### src/hw/rtl/at_response_line_decoder_top_assert.svh
// assertion macros for the at response line decoder
`ifndef AT_RESPONSE_LINE_DECODER_TOP_ASSERT_SVH
`define AT_RESPONSE_LINE_DECODER_TOP_ASSERT_SVH

// plain property, checked out of reset
`define ATRLD_ASSERT(lbl, prop, msg) \
  lbl: assert property (@(posedge clk_i) disable iff (!rst_ni) (prop)) else $error(msg);

// antecedent in one cycle, consequent in the next
`define ATRLD_ASSERT_NEXT(lbl, ante, cons, msg) \
  lbl: assert property (@(posedge clk_i) disable iff (!rst_ni) (ante) |=> (cons)) \
    else $error(msg);

`endif

### src/hw/rtl/atrld_pkg.sv
package atrld_pkg;

  // sizes and limits
  localparam int LineHeadDepth = 8;
  localparam int LengthMax     = 15;
  localparam int CaptureMax    = 5;
  localparam int ValueW        = 14;
  localparam logic [ValueW-1:0] ValueMax = 14'd9999;

  // characters of interest
  localparam logic [7:0] ChCr    = 8'h0D;
  localparam logic [7:0] ChLf    = 8'h0A;
  localparam logic [7:0] ChPlus  = 8'h2B;
  localparam logic [7:0] ChComma = 8'h2C;
  localparam logic [7:0] ChSpace = 8'h20;
  localparam logic [7:0] ChTab   = 8'h09;
  localparam logic [7:0] ChZero  = 8'h30;
  localparam logic [7:0] ChNine  = 8'h39;

  // line heads that are recognized
  localparam logic [0:1][7:0] OkText     = "OK";
  localparam logic [0:4][7:0] ErrorText  = "ERROR";
  localparam logic [0:7][7:0] NsonmiText = "+NSONMI:";

  // result status codes
  typedef enum logic [1:0] {
    StatusOk      = 2'd0,
    StatusError   = 2'd1,
    StatusTimeout = 2'd2,
    StatusNotify  = 2'd3
  } status_e;

  // one result item
  typedef struct packed {
    status_e             status;
    logic [ValueW-1:0]   socket_number;
    logic [ValueW-1:0]   byte_count;
  } result_t;

  // decimal accumulate with saturation
  function automatic logic [ValueW-1:0] add_digit(logic [ValueW-1:0] acc, logic [3:0] d);
    logic [ValueW+2:0] v;
    v = {acc, 3'b000} + {2'b00, acc, 1'b0} + {{(ValueW-1){1'b0}}, d};
    return (v > {3'b000, ValueMax}) ? ValueMax : v[ValueW-1:0];
  endfunction

endpackage

### src/hw/rtl/at_response_line_decoder_top.sv
// channel   | dir | tdata                         | tuser      | tlast
// s_axis    | in  | byte_value[7:0]               | kind       | -
// m_axis    | out | socket_number[13:0],          | status     | -
//           |     | byte_count[27:14], zero pad   |            |
// cfg       | in  | notify_enable (wr_en/wr_data) | -          | -
//
// one byte or timeout is taken per cycle while ready is high; all of its work
// is a single pass of logic from the request into the line state and the
// result register. results wait in an output register backed by a one-entry
// skid stage, so requests keep flowing while one result is stalled; ready drops
// only when both hold a result. asynchronous active-low reset brings the line
// state to idle and notify_enable to 1; there is no clearing pass.
module at_response_line_decoder_top #(
  parameter int LINE_HEAD_DEPTH = atrld_pkg::LineHeadDepth
) (
  input  logic        clk_i,
  input  logic        rst_ni,
  // configuration
  input  logic        cfg_wr_en_i,
  input  logic        cfg_wr_data_i,  // notify_enable
  // request stream
  input  logic        s_axis_tvalid,
  output logic        s_axis_tready,
  input  logic [7:0]  s_axis_tdata,   // [7:0] byte_value
  input  logic        s_axis_tuser,   // [0] kind
  // result stream
  output logic        m_axis_tvalid,
  input  logic        m_axis_tready,
  output logic [31:0] m_axis_tdata,   // [13:0] socket_number, [27:14] byte_count
  output logic [1:0]  m_axis_tuser    // [1:0] status
);

  localparam int VW = atrld_pkg::ValueW;

  // line and capture state
  logic [7:0]    head_q [LINE_HEAD_DEPTH];
  logic [7:0]    head_d [LINE_HEAD_DEPTH];
  logic [3:0]    len_q, len_d;
  logic          cr_q, cr_d;
  logic          plus_q, plus_d;
  logic          pend_q, pend_d;
  logic [2:0]    cap_q, cap_d;
  logic [VW-1:0] sock_q, sock_d;
  logic [VW-1:0] cnt_q, cnt_d;
  logic          comma_q, comma_d;
  logic          halt_q, halt_d;
  logic          enable_q;

  // output register and skid stage
  logic                out_valid_q, out_valid_d;
  atrld_pkg::result_t  out_q, out_d;
  logic                skid_valid_q, skid_valid_d;
  atrld_pkg::result_t  skid_q, skid_d;

  logic               accept, pop, produced;
  atrld_pkg::result_t res;
  logic [7:0]         b;
  logic               is_blank, is_digit, head_ok, head_err, head_ns;

  assign b             = s_axis_tdata;
  assign s_axis_tready = !skid_valid_q;
  assign accept        = s_axis_tvalid && s_axis_tready;
  assign pop           = out_valid_q && m_axis_tready;

  assign is_blank = (b == atrld_pkg::ChSpace) ||
                    ((b >= atrld_pkg::ChTab) && (b <= atrld_pkg::ChCr));
  assign is_digit = (b >= atrld_pkg::ChZero) && (b <= atrld_pkg::ChNine);

  // per-request line decode
  always_comb begin
    head_d   = head_q;
    len_d    = len_q;
    cr_d     = cr_q;
    plus_d   = plus_q;
    pend_d   = pend_q;
    cap_d    = cap_q;
    sock_d   = sock_q;
    cnt_d    = cnt_q;
    comma_d  = comma_q;
    halt_d   = halt_q;
    produced = 1'b0;
    res      = '{status: atrld_pkg::StatusOk, socket_number: '0, byte_count: '0};
    head_ok  = 1'b0;
    head_err = 1'b0;
    head_ns  = 1'b0;

    if (accept) begin
      if (s_axis_tuser) begin
        // read timeout ends the command
        res.status = atrld_pkg::StatusTimeout;
        produced   = 1'b1;
        for (int i = 0; i < LINE_HEAD_DEPTH; i++) head_d[i] = '0;
        len_d   = '0;
        cr_d    = 1'b0;
        plus_d  = 1'b0;
        pend_d  = 1'b0;
        cap_d   = '0;
        sock_d  = '0;
        cnt_d   = '0;
        comma_d = 1'b0;
        halt_d  = 1'b0;
      end else begin
        if (b == atrld_pkg::ChPlus && len_q == 4'd0) plus_d = 1'b1;

        // store into line head and count length
        if (b != atrld_pkg::ChCr && b != atrld_pkg::ChLf) begin
          if (len_q != 4'(atrld_pkg::LengthMax)) begin
            len_d = len_q + 4'd1;
            for (int i = 0; i < LINE_HEAD_DEPTH; i++) begin
              if (len_q == 4'(i)) head_d[i] = b;
            end
          end
        end

        // cr-lf closes the line and reports a pending notification if enabled
        if (cr_q && b == atrld_pkg::ChLf) begin
          for (int i = 0; i < LINE_HEAD_DEPTH; i++) head_d[i] = '0;
          len_d  = '0;
          plus_d = 1'b0;
          if (pend_q) begin
            if (enable_q) begin
              res.status        = atrld_pkg::StatusNotify;
              res.socket_number = sock_q;
              res.byte_count    = comma_q ? cnt_q : '0;
              produced          = 1'b1;
            end
            pend_d  = 1'b0;
            cap_d   = '0;
            sock_d  = '0;
            cnt_d   = '0;
            comma_d = 1'b0;
            halt_d  = 1'b0;
          end
        end

        // capture of notification parameters
        if (plus_d && pend_d && !is_blank && cap_d != 3'(atrld_pkg::CaptureMax)) begin
          cap_d = cap_d + 3'd1;
          if (b == atrld_pkg::ChComma) begin
            comma_d = 1'b1;
            cnt_d   = '0;
            halt_d  = 1'b0;
          end else if (!halt_d) begin
            if (is_digit) begin
              if (comma_d) cnt_d = atrld_pkg::add_digit(cnt_d, b[3:0]);
              else         sock_d = atrld_pkg::add_digit(sock_d, b[3:0]);
            end else begin
              halt_d = 1'b1;
            end
          end
        end

        // line head matches
        head_ok  = (len_d >= 4'd2) && head_d[0] == atrld_pkg::OkText[0] &&
                   head_d[1] == atrld_pkg::OkText[1];
        head_err = (len_d >= 4'd5);
        for (int i = 0; i < 5; i++) begin
          if (head_d[i] != atrld_pkg::ErrorText[i]) head_err = 1'b0;
        end
        head_ns = plus_d && (len_d == 4'd8);
        for (int i = 0; i < 8; i++) begin
          if (head_d[i] != atrld_pkg::NsonmiText[i]) head_ns = 1'b0;
        end

        if (head_ok || head_err) begin
          // final response ends the command
          res.status        = head_ok ? atrld_pkg::StatusOk : atrld_pkg::StatusError;
          res.socket_number = '0;
          res.byte_count    = '0;
          produced          = 1'b1;
          for (int i = 0; i < LINE_HEAD_DEPTH; i++) head_d[i] = '0;
          len_d   = '0;
          cr_d    = 1'b0;
          plus_d  = 1'b0;
          pend_d  = 1'b0;
          cap_d   = '0;
          sock_d  = '0;
          cnt_d   = '0;
          comma_d = 1'b0;
          halt_d  = 1'b0;
        end else begin
          if (head_ns) pend_d = 1'b1;
          cr_d = (b == atrld_pkg::ChCr);
        end
      end
    end
  end

  // output register and skid stage steering
  always_comb begin
    out_valid_d  = out_valid_q;
    out_d        = out_q;
    skid_valid_d = skid_valid_q;
    skid_d       = skid_q;
    if (pop) begin
      if (skid_valid_q) begin
        out_d        = skid_q;
        skid_valid_d = 1'b0;
      end else begin
        out_valid_d = produced;
        out_d       = res;
      end
    end else if (produced) begin
      if (!out_valid_q) begin
        out_valid_d = 1'b1;
        out_d       = res;
      end else begin
        skid_valid_d = 1'b1;
        skid_d       = res;
      end
    end
  end

  // state registers
  always_ff @(posedge clk_i or negedge rst_ni) begin
    if (!rst_ni) begin
      for (int i = 0; i < LINE_HEAD_DEPTH; i++) head_q[i] <= '0;
      len_q        <= '0;
      cr_q         <= 1'b0;
      plus_q       <= 1'b0;
      pend_q       <= 1'b0;
      cap_q        <= '0;
      sock_q       <= '0;
      cnt_q        <= '0;
      comma_q      <= 1'b0;
      halt_q       <= 1'b0;
      enable_q     <= 1'b1;
      out_valid_q  <= 1'b0;
      skid_valid_q <= 1'b0;
    end else begin
      head_q       <= head_d;
      len_q        <= len_d;
      cr_q         <= cr_d;
      plus_q       <= plus_d;
      pend_q       <= pend_d;
      cap_q        <= cap_d;
      sock_q       <= sock_d;
      cnt_q        <= cnt_d;
      comma_q      <= comma_d;
      halt_q       <= halt_d;
      out_valid_q  <= out_valid_d;
      skid_valid_q <= skid_valid_d;
      if (cfg_wr_en_i) enable_q <= cfg_wr_data_i;
    end
  end

  // result payload, no reset
  always_ff @(posedge clk_i) begin
    out_q  <= out_d;
    skid_q <= skid_d;
  end

  assign m_axis_tvalid = out_valid_q;
  assign m_axis_tuser  = out_q.status;
  assign m_axis_tdata  = {4'b0000, out_q.byte_count, out_q.socket_number};

  // checks
  `include "at_response_line_decoder_top_assert.svh"

  `ATRLD_ASSERT(a_skid_behind_out, !skid_valid_q || out_valid_q, "skid holds a result ahead of output register")
  `ATRLD_ASSERT_NEXT(a_timeout_idles, accept && s_axis_tuser, len_q == 4'd0 && !pend_q && !plus_q && cap_q == 3'd0, "timeout did not return line state to idle")
  `ATRLD_ASSERT(a_value_range, !out_valid_q || (out_q.socket_number <= atrld_pkg::ValueMax && out_q.byte_count <= atrld_pkg::ValueMax), "result value above decimal limit")

endmodule

### config.mk
export PLATFORM = sky130hd
export DESIGN_NAME = at_response_line_decoder_top
export DESIGN_NICKNAME = d
export VERILOG_FILES = /design/src/hw/rtl/atrld_pkg.sv /design/src/hw/rtl/at_response_line_decoder_top.sv
export VERILOG_INCLUDE_DIRS = /design/src /design/src/hw/rtl
export SDC_FILE = /design/constraint.sdc
export NUM_CORES = 1
export LEC_CHECK = 0
export BUFFER_PORTS_ARGS = -buffer_cell sky130_fd_sc_hd__buf_4
export CORE_AREA = 2 2 112 195
export DETAILED_ROUTE_END_ITERATION = 8
export DIE_AREA = 0 0 114 197
export PLACE_DENSITY = 0.65
export SLEW_MARGIN = 15
export SYNTH_ARGS = -nofsm -noshare
export SYNTH_HDL_FRONTEND = slang
export SYNTH_SLANG_ARGS = --single-unit
### constraint.sdc
create_clock -name clk_i -period 4.7 [get_ports clk_i]
set_input_delay 0.235 -clock clk_i [delete_from_list [all_inputs] [get_ports clk_i]]
set_output_delay 0.235 -clock clk_i [all_outputs]
set_load 0.05 [all_outputs]
==> impl_metrics.json, run 1 <==
{
  "status": "completed",
  "drc": 0,
  "viasPerCell": 6.35,
  "cts_tree": "done",
  "grt_pass1_wl_um": 45500,
  "final_area_um2": 11500,
  "cts_hold_buffers": 1,
  "power_frac_comb": 0.297,
  "period_needed_ps": 4250,
  "hold_path_depth": 2,
  "maxCapViolations": 0,
  "clk_pin_slew_ps": 70,
  "die_w_um": 114,
  "gp_congestion": 0.955,
  "synthArstFlopShare": 0.641,
  "grt_pass1_vias": 8544,
  "synth-seq-area-share": 0.438,
  "ant_nets": 0,
  "grt-ovfl-total": 0,
  "layout_commonest_cell": "dfrtp_1",
  "p_sw_mw": 1.69,
  "cts_root_buf": "clkbuf_16",
  "area_growth_pct": 12.6,
  "placed_area_um2": 10900,
  "vias": 8395,
  "fillers": 1892,
  "synth-main-ff-cell": "dfrtp_1",
  "routed_wl_um": 28400,
  "worst_slack_ps": 448,
  "yosysWarnings": 0,
  "grt_max_degree": 66,
  "whs_ps": 38.9,
  "path_max_fanout": 12,
  "synth_edf_count": 60,
  "hold_viol_final": 0,
  "cts_buffers": 17,
  "r2r-start": "pend_q",
  "drt_pass1_iterations": 9,
  "worstPathRequired_ps": 5020,
  "clkLatencyLatePin_ps": 440,
  "worst_hold_startpoint": "cfg_wr_data_i",
  "nets": 1137,
  "cts_sinks": 167,
  "finalSetupViolCount": 0,
  "skew_ps": 13.7,
  "rsz0062_at_grt": "false",
  "max-slew-margin-rel": 0.407,
  "die_y_um": 197,
  "p_seq_frac": 0.395,
  "tightest_slew_ps": 887,
  "post-route-util": 0.553,
  "syn_area_per_cell_um2": 10.1,
  "leakage_nw": 5.23,
  "worstSetupPathType": "reg2reg",
  "place_ws_ps": 135,
  "reg2reg_to": "sock_q[4]",
  "ys_ff_latch": 167,
  "dpl.cell_count": 1290,
  "netlist_instances": 1015,
  "io_buffer_count": 46,
  "core_um2": 20800,
  "cp_data_arrival_time_ps": 4570,
  "min_to": "enable_q",
  "clock_path_buffers": 2,
  "synth.distinct_cells": 86,
  "die_area_um2": 22500,
  "htreeDepth": 4,
  "r2r_setup_slack_ps": 450,
  "total_power_mw": 4.68,
  "ios": 51,
  "powerDensity_nw_per_um2": 406,
  "final_cell_mix": "dfrtp_1 (106), buf_4 (80), nand2_1 (77), ha_1 (60), edfxtp_1 (60)",
  "initial_utilization": 0.491,
  "globalRouteTotalUtil": 0.260,
  "max_freq_mhz": 235,
  "p_int_mw": 2.99,
  "start_kind": "register",
  "hp-class": "in2reg",
  "cts_resized": 0,
  "swShare": 0.362,
  "dp_hpwl_um": 21100,
  "drt_iter0_markers": 551,
  "rows": 70,
  "vdd_drop_max_v": 0.000301,
  "end_kind": "register",
  "diodes": 0,
  "cts.repair_timing.setup_buffer_count": 0,
  "slew_viol_final": 0,
  "final_layout_size_suffix_gt1_frac": 0.125,
  "wire_per_inst_um": 21.5,
  "pwr-share-clk": 0.308,
  "reg2regPathDepth": 17,
  "timing.setup.tns_ps": 0,
  "antenna_found_initial": 0,
  "finalCritPeriodShare": 0.905,
  "final_cells": 1323,
  "netlist_area_um2": 10200
}
==> cell type report <==
class,instances,area [um^2],share of cell area
multi-input cells,759,5380,0.467
flip-flops and latches,167,4480,0.389
repair buffers,82,631,0.0547
clock buffers,19,433,0.0376
well taps,252,315,0.0274
clock inverters,13,171,0.0149
inverters,31,116,0.0101
==> registers in the layout (all words and copies together), names as in the netlist, 2 cells and up <==
name / flops
cnt_q: 14
m_axis_tdata: 28
len_q: 4
m_axis_tuser: 2
head_q: 64
sock_q: 14
skid_q: 30
cap_q: 3
==> metal layers <==
layer	up-vias	part of all wire	wire, um	GRT usage
met5	-	0	0	0
met4	0	0.059	1670	0.156
met3	108	0.040	1140	0.0354
met2	284	0.51	14600	0.456
met1	4055	0.39	11000	0.298
li1	3948	-	-	-
==> power by group through the flow <==
stage / combinational (mW) / sequential (mW) / clock (mW)
detailed placement: 1.37 / 1.87 / 0
CTS: 1.38 / 1.85 / 1.47
floorplan: 0.761 / 2.07 / 0
finish: 1.39 / 1.85 / 1.44
global placement: 1.37 / 1.87 / 0
global route: 1.48 / 1.87 / 1.52
==> worst max-delay path, cell delays in order, from the launching register on <==
cell,delay [ps]
dfrtp_1,440
nand4_1,120
buf_4,190
buf_4,170
and2_1,190
fa_1,480
ha_1,300
a211oi_1,260
buf_4,170
o211ai_1,170
a41oi_1,410
buf_4,190
nor3_1,40
nor3b_1,290
o21a_1,180
nor2_1,100
and3_1,230
a22o_1,200
==> cells in the mapped netlist (11+ instances only) <==
cell         n  area [um^2]
nand2_1     77          289
nor2b_1     11         68.8
inv_1       31          116
xnor2_1     13          114
and3_1      26          163
nor2_1      60          225
a211oi_1    12         90.1
a21o_1      34          255
buf_2       12         60.1
xor2_1      12          105
and2_1      51          319
o21ai_0     32          160
dfrtp_1    106         2650
nor3_1      20          100
nand4_1     14         87.6
ha_1        60          751
edfxtp_1    60         1800
o22ai_1     13         81.3
clkbuf_1    39          146
a21oi_1     43          215
o2bb2ai_1   46          403
a22o_1      20          175
nand3_1     32          160
a32o_1      19          190
==> how the worst max path moves through the flow <==
stage	cells after the start	to	start	slack, ps
after floorplan	19	cnt_q[5]	s_axis_tdata[4]	80
after global placement	19	sock_q[5]	s_axis_tdata[0]	130
after detailed placement	19	sock_q[4]	s_axis_tdata[2]	140
after CTS	17	sock_q[4]	pend_q	420
after global routing	17	sock_q[4]	pend_q	140
final	17	sock_q[4]	pend_q	450
==> logic make-up (layout without fill, tap and decap cells) <==
kind of cell / Yosys count / in the layout / synth area share
AOI/OAI and AO/OA: 311 / 311 / 0.230
xor gates and xnor gates: 25 / 25 / 0.0214
adders and majority gates: 64 / 64 / 0.0812
buffers and inverters: 92 / 145 / 0.0393
DFF: 167 / 167 / 0.438
muxes: 8 / 8 / 0.00807
other: 1 / 4 / 0.000367
and+or+nand+nor: 347 / 347 / 0.182
Note: power is estimated with default switching activity, not from simulation.
==> inputs of run 2 (changes only) <==
--- a/config.mk
+++ b/config.mk
@@ -10,7 +10,7 @@
 export CORE_AREA = 2 2 112 195
 export DETAILED_ROUTE_END_ITERATION = 8
 export DIE_AREA = 0 0 114 197
-export PLACE_DENSITY = 0.65
+export PLACE_DENSITY = 0.68
 export SLEW_MARGIN = 15
 export SYNTH_ARGS = -nofsm -noshare
 export SYNTH_HDL_FRONTEND = slang
==> constraint.sdc (replaced) <==
create_clock -name clk_i -period 3.7 [get_ports clk_i]
set_input_delay 0.185 -clock clk_i [delete_from_list [all_inputs] [get_ports clk_i]]
set_output_delay 0.185 -clock clk_i [all_outputs]
set_load 0.05 [all_outputs]
==> run 2 against run 1 <==
Effect of this change:
- the run now ends with setup timing left
- clock power grew 24%
- first-iteration DRC count grew 13%
- register-to-register slack lost 540 ps
- via count grew 6.8%
- sequential power grew 27%
- global-route usage grew 1.4 points
- total power grew 31%
- non-clock buffer count grew 131
- cell count grew 9.9%
- clock skew shrank 5.6 ps
- worst hold slack gained 34 ps
- largest cell class unchanged
- largest power group unchanged
==> impl_metrics.json, run 2 (synthesis gave the netlist of run 1 again) <==
{
  "clk_pin_slew_ps": 70,
  "slew_viol_final": 0,
  "core_um2": 20800,
  "dp_hpwl_um": 22700,
  "clkLatencyLatePin_ps": 450,
  "p_int_mw": 3.90,
  "nets": 1268,
  "htreeDepth": 4,
  "pwr-share-clk": 0.293,
  "diodes": 0,
  "swShare": 0.363,
  "viasPerCell": 6.17,
  "top_register": "head_q",
  "grt-ovfl-total": 0,
  "clock_path_buffers": 2,
  "rsz0062_at_grt": "true",
  "cts_tree": "done",
  "routed_wl_um": 30200,
  "r2r_setup_slack_ps": -90,
  "placed_area_um2": 12000,
  "vias": 8964,
  "die_y_um": 197,
  "cts_sinks": 167,
  "power_frac_comb": 0.323,
  "layout_commonest_cell": "buf_4",
  "maxCapViolations": 0,
  "fillers": 1724,
  "status": "complete, but fails checks",
  "leakage_nw": 6.02,
  "p_seq_frac": 0.384,
  "max_freq_mhz": 264,
  "grt_max_degree": 57,
  "post-route-util": 0.623,
  "globalRouteTotalUtil": 0.274,
  "p_sw_mw": 2.22,
  "cts_buffers": 17,
  "final_layout_size_suffix_gt1_frac": 0.275,
  "drt_iter0_markers": 623,
  "vdd_drop_max_v": 0.000286,
  "hold_viol_final": 0,
  "ant_nets": 0,
  "start_kind": "register",
  "die_area_um2": 22500,
  "end_kind": "register",
  "wire_per_inst_um": 20.7,
  "hp-class": "in2reg",
  "tightest_slew_ps": 926,
  "violations": "setup timing",
  "period_needed_ps": 3790,
  "io_buffer_count": 46,
  "cp_data_arrival_time_ps": 4120,
  "worstSetupPathType": "reg2reg",
  "final_area_um2": 13000,
  "powerDensity_nw_per_um2": 471,
  "grt_pass1_wl_um": 47500,
  "die_w_um": 114,
  "grt_pass1_vias": 8974,
  "ios": 51,
  "area_growth_pct": 27.0,
  "final_cell_mix": "buf_4 (199), dfrtp_1 (105), nand2_1 (75), edfxtp_1 (60), nor2_1 (56)",
  "rows": 70,
  "max-slew-margin-rel": 0.381,
  "finalCritPeriodShare": 1.03,
  "largest_reg_flops": 64,
  "multi_input_area_um2": 5790,
  "drc": 0,
  "drt_pass1_iterations": 6,
  "worstPathRequired_ps": 4020,
  "skew_ps": 8.11,
  "regArea_um2": 4480,
  "path_max_fanout": 5,
  "finalSetupViolCount": 4,
  "worst_slack_ps": -93.7,
  "gp_congestion": 0.991,
  "cts_root_buf": "clkbuf_16",
  "antenna_found_initial": 0,
  "initial_utilization": 0.491
}
run 2: cell types whose count changed in the layout (fill, tap and decap cells not counted), moves of 5 or more:
cell,delta
ha_4,+7
nor3_1,-5
and2_4,+6
o21ai_0,-5
ha_1,-11
buf_6,+6
nor3_2,+5
and2_1,-6
buf_4,+119
run 2: power groups by stage:
stage | registers (mW) | clock network (mW) | logic [mW]
floorplan | 2.63 | 0 | 0.970
global placement | 2.38 | 0 | 1.92
detailed placement | 2.38 | 0 | 1.93
CTS | 2.35 | 1.81 | 1.94
global route | 2.38 | 1.88 | 2.10
finish | 2.35 | 1.79 | 1.97
run 2: final timing paths:
kind	start	end	depth (start not counted)
max	pend_q	cnt_q[5]	16
min	m_axis_tready	m_axis_tvalid	3
max reg2reg	pend_q	cnt_q[5]	16
min reg2reg	head_q[39]	head_q[39]	1
max in group asynchronous	rst_ni	head_q[15]	3
min in group asynchronous	rst_ni	head_q[33]	2
run 2: cell type report:
cell class              count  share of cell area
multi-input cells         759               0.446
flip-flops and latches    167               0.345
repair buffers            213               0.130
clock buffers              17              0.0327
well taps                 252              0.0243
clock inverters            15              0.0128
inverters                  31             0.00896
run 2: metal layers:
layer  vias up  GRT usage  routed length, um
met5         -          0                  0
li1       4196          -                  -
met4         0      0.170               1920
met3       114     0.0326               1200
met2       317      0.496              15900
met1      4337      0.300              11100
run 2: per-stage QoR:
| stage | TNS (ps) | hold WS (ps) | power [mW] | setup slack, ps | instances |
|---|---|---|---|---|---|
| after floorplan | -7130 | -111 | 3.60 | -390 | 1018 |
| after global placement | -7250 | 272 | 4.30 | -349 | 1410 |
| after detailed placement | -9390 | 269 | 4.31 | -471 | 1410 |
| after CTS | -3.37 | 65.2 | 6.10 | -3.37 | 1445 |
| after global routing | -2400 | 83.8 | 6.36 | -239 | 1454 |
| final | -138 | 73.3 | 6.12 | -93.7 | 1454 |
run 2: timing repair:
action                     CTS  global route
hold endpoints to repair    51             0
gates cloned                 0             1
hold buffers                 3             0
buffers inserted             0             8
pin swaps                    4            42
resized for setup            8            55
setup endpoints to repair    9           102
run 2: worst max-delay path: stages, from the launching register on:
cell,delay [ps]
dfrtp_1,350
nand4_1,150
buf_4,200
and2_4,140
fa_1,560
inv_1,60
fa_2,350
nand2b_4,170
a21oi_4,170
o22ai_4,110
o21ai_4,210
xor2_1,120
a211o_1,320
a21boi_4,160
buf_6,140
a211oi_1,100
nor4_1,340
==> inputs of run 3 (changes only) <==
--- a/config.mk
+++ b/config.mk
@@ -7,10 +7,10 @@
 export NUM_CORES = 1
 export LEC_CHECK = 0
 export BUFFER_PORTS_ARGS = -buffer_cell sky130_fd_sc_hd__buf_4
-export CORE_AREA = 2 2 112 195
+export CORE_AREA = 2 2 133 232
 export DETAILED_ROUTE_END_ITERATION = 8
-export DIE_AREA = 0 0 114 197
-export PLACE_DENSITY = 0.68
+export DIE_AREA = 0 0 135 234
+export PLACE_DENSITY = 0.51
 export SLEW_MARGIN = 15
 export SYNTH_ARGS = -nofsm -noshare
 export SYNTH_HDL_FRONTEND = slang
==> run 3 against run 2 <==
Effect of this change:
- the run now ends clean
- design area grew 4.7%
- sequential power is essentially flat
- routed wire length grew 8.5%
- non-clock buffer count grew 43
- register-to-register slack gained 100 ps
==> impl_metrics.json, run 3 (synthesis gave the netlist of run 1 again) <==
{
  "hp-class": "in2reg",
  "total_power_mw": 6.21,
  "r2r-start": "cr_q",
  "drt_pass1_iterations": 5,
  "max_freq_mhz": 271,
  "grt_pass1_wl_um": 50400,
  "cp-endpoint": "sock_q[9]",
  "gp_congestion": 0.893,
  "die_w_um": 135,
  "finalSetupViolCount": 0,
  "final_area_um2": 13600,
  "core_um2": 29800,
  "drt_iter0_markers": 783,
  "cp-startpoint": "cr_q",
  "status": "completed",
  "r2r_setup_slack_ps": 10,
  "cts_sinks": 167,
  "antenna_found_initial": 0,
  "largest_reg_flops": 64,
  "grt_max_degree": 47,
  "period_needed_ps": 3690,
  "powerDensity_nw_per_um2": 456,
  "final_cell_mix": "buf_4 (234), dfrtp_1 (106), nand2_1 (76), edfxtp_1 (60), nor2_1 (56)",
  "initial_utilization": 0.343,
  "htreeDepth": 4,
  "max-slew-margin-rel": 0.306,
  "globalRouteTotalUtil": 0.209,
  "io_buffer_count": 46,
  "end_kind": "register",
  "nets": 1311,
  "skew_ps": 9.82,
  "die_area_um2": 31600,
  "ant_nets": 0,
  "layout_commonest_cell": "buf_4",
  "die_y_um": 234,
  "dp_hpwl_um": 24800,
  "cts_tree": "done",
  "drc": 0,
  "area_growth_pct": 32.9,
  "maxCapViolations": 0,
  "rows": 84,
  "grt-ovfl-total": 0,
  "cts_buffers": 17,
  "place_ws_ps": -556,
  "worstSetupPathType": "reg2reg",
  "wire_per_inst_um": 20.1,
  "vias": 9047,
  "final_layout_size_suffix_gt1_frac": 0.309,
  "top_register": "head_q",
  "reg2reg_to": "sock_q[9]",
  "diodes": 0,
  "reg2regPathDepth": 16,
  "clock_path_buffers": 2,
  "tightest_slew_ps": 1040,
  "slew_viol_final": 0,
  "leakage_nw": 6.25,
  "placed_area_um2": 12500,
  "path_max_fanout": 8,
  "viasPerCell": 5.54,
  "vdd_drop_max_v": 0.000390,
  "hold_viol_final": 0,
  "clkLatencyLatePin_ps": 450,
  "finalCritPeriodShare": 0.997,
  "routed_wl_um": 32700,
  "ios": 51,
  "worstPathRequired_ps": 4030,
  "worst_slack_ps": 10.3,
  "clk_pin_slew_ps": 70,
  "cts_root_buf": "clkbuf_16",
  "rsz0062_at_grt": "true",
  "cp_data_arrival_time_ps": 4020,
  "start_kind": "register",
  "grt_pass1_vias": 9097
}
-- run 3: final cells by class --
class / instances / area [um^2]
Inverter: 31 / 116
Sequential cell: 167 / 4480
Fill cell: 2848 / 16200
Clock inverter: 10 / 91.3
Timing Repair Buffer: 256 / 2060
Tap cell: 387 / 484
Multi-Input combinational cell: 759 / 5890
Clock buffer: 22 / 472
-- run 3: worst min path at each step --
| stage | cells after the start | slack (ps) | to | startpoint |
|---|---|---|---|---|
| 6_report | 3 | 70 | m_axis_tvalid | m_axis_tready |
| 5_1_grt | 3 | 70 | m_axis_tvalid | m_axis_tready |
| 4_1_cts | 3 | 60 | m_axis_tvalid | m_axis_tready |
| 3_5_place_dp | 1 | 270 | head_q[17] | rst_ni |
| 3_3_place_gp | 1 | 250 | head_q[19] | rst_ni |
| 2_1_floorplan | 0 | -110 | cap_q[0] | rst_ni |
-- run 3: repair_timing --
action	in CTS	in global routing
setup endpoints to repair	21	106
hold endpoints to repair	44	0
gates resized for setup	22	66
setup buffers	2	9
hold buffers	3	0
pin swaps	16	55
-- run 3: worst max-delay path, stage by stage (launching register included) --
cell	delay, ps
dfrtp_1	400
nand4_1	120
buf_6	170
and2_4	160
fa_1	550
inv_2	50
fa_2	380
nand2b_4	190
a211oi_4	290
nor3b_2	100
buf_4	160
nor3_4	190
nor3b_2	70
o21a_1	220
nor2_4	200
a31oi_1	110
a22o_1	220
-- run 3: report_power, final --
group / leakage (nW) / switching (mW) / total (mW) / internal [mW]
clock network: 0.283 / 0.760 / 1.74 / 0.979
logic: 3.90 / 1.34 / 2.11 / 0.766
registers: 2.06 / 0.174 / 2.36 / 2.19
-- run 3: metrics by stage --
step	instances	utilization	hold slack (ps)	setup TNS, ps
global placement	1587	0.419	250	-11210
CTS	1624	0.443	60.0	-9.73
finish	1632	0.456	74.9	0
global route	1632	0.456	71.2	-3480
detailed placement	1587	0.419	265	-12000
floorplan	1018	-	-111	-7130
-- run 3: layer usage --
| layer | global-route usage | wire length (um) |
|---|---|---|
| met3 | 0.0253 | 864 |
| met2 | 0.395 | 17600 |
| met1 | 0.222 | 12400 |
| met4 | 0.118 | 1870 |
| met5 | 0 | 0 |
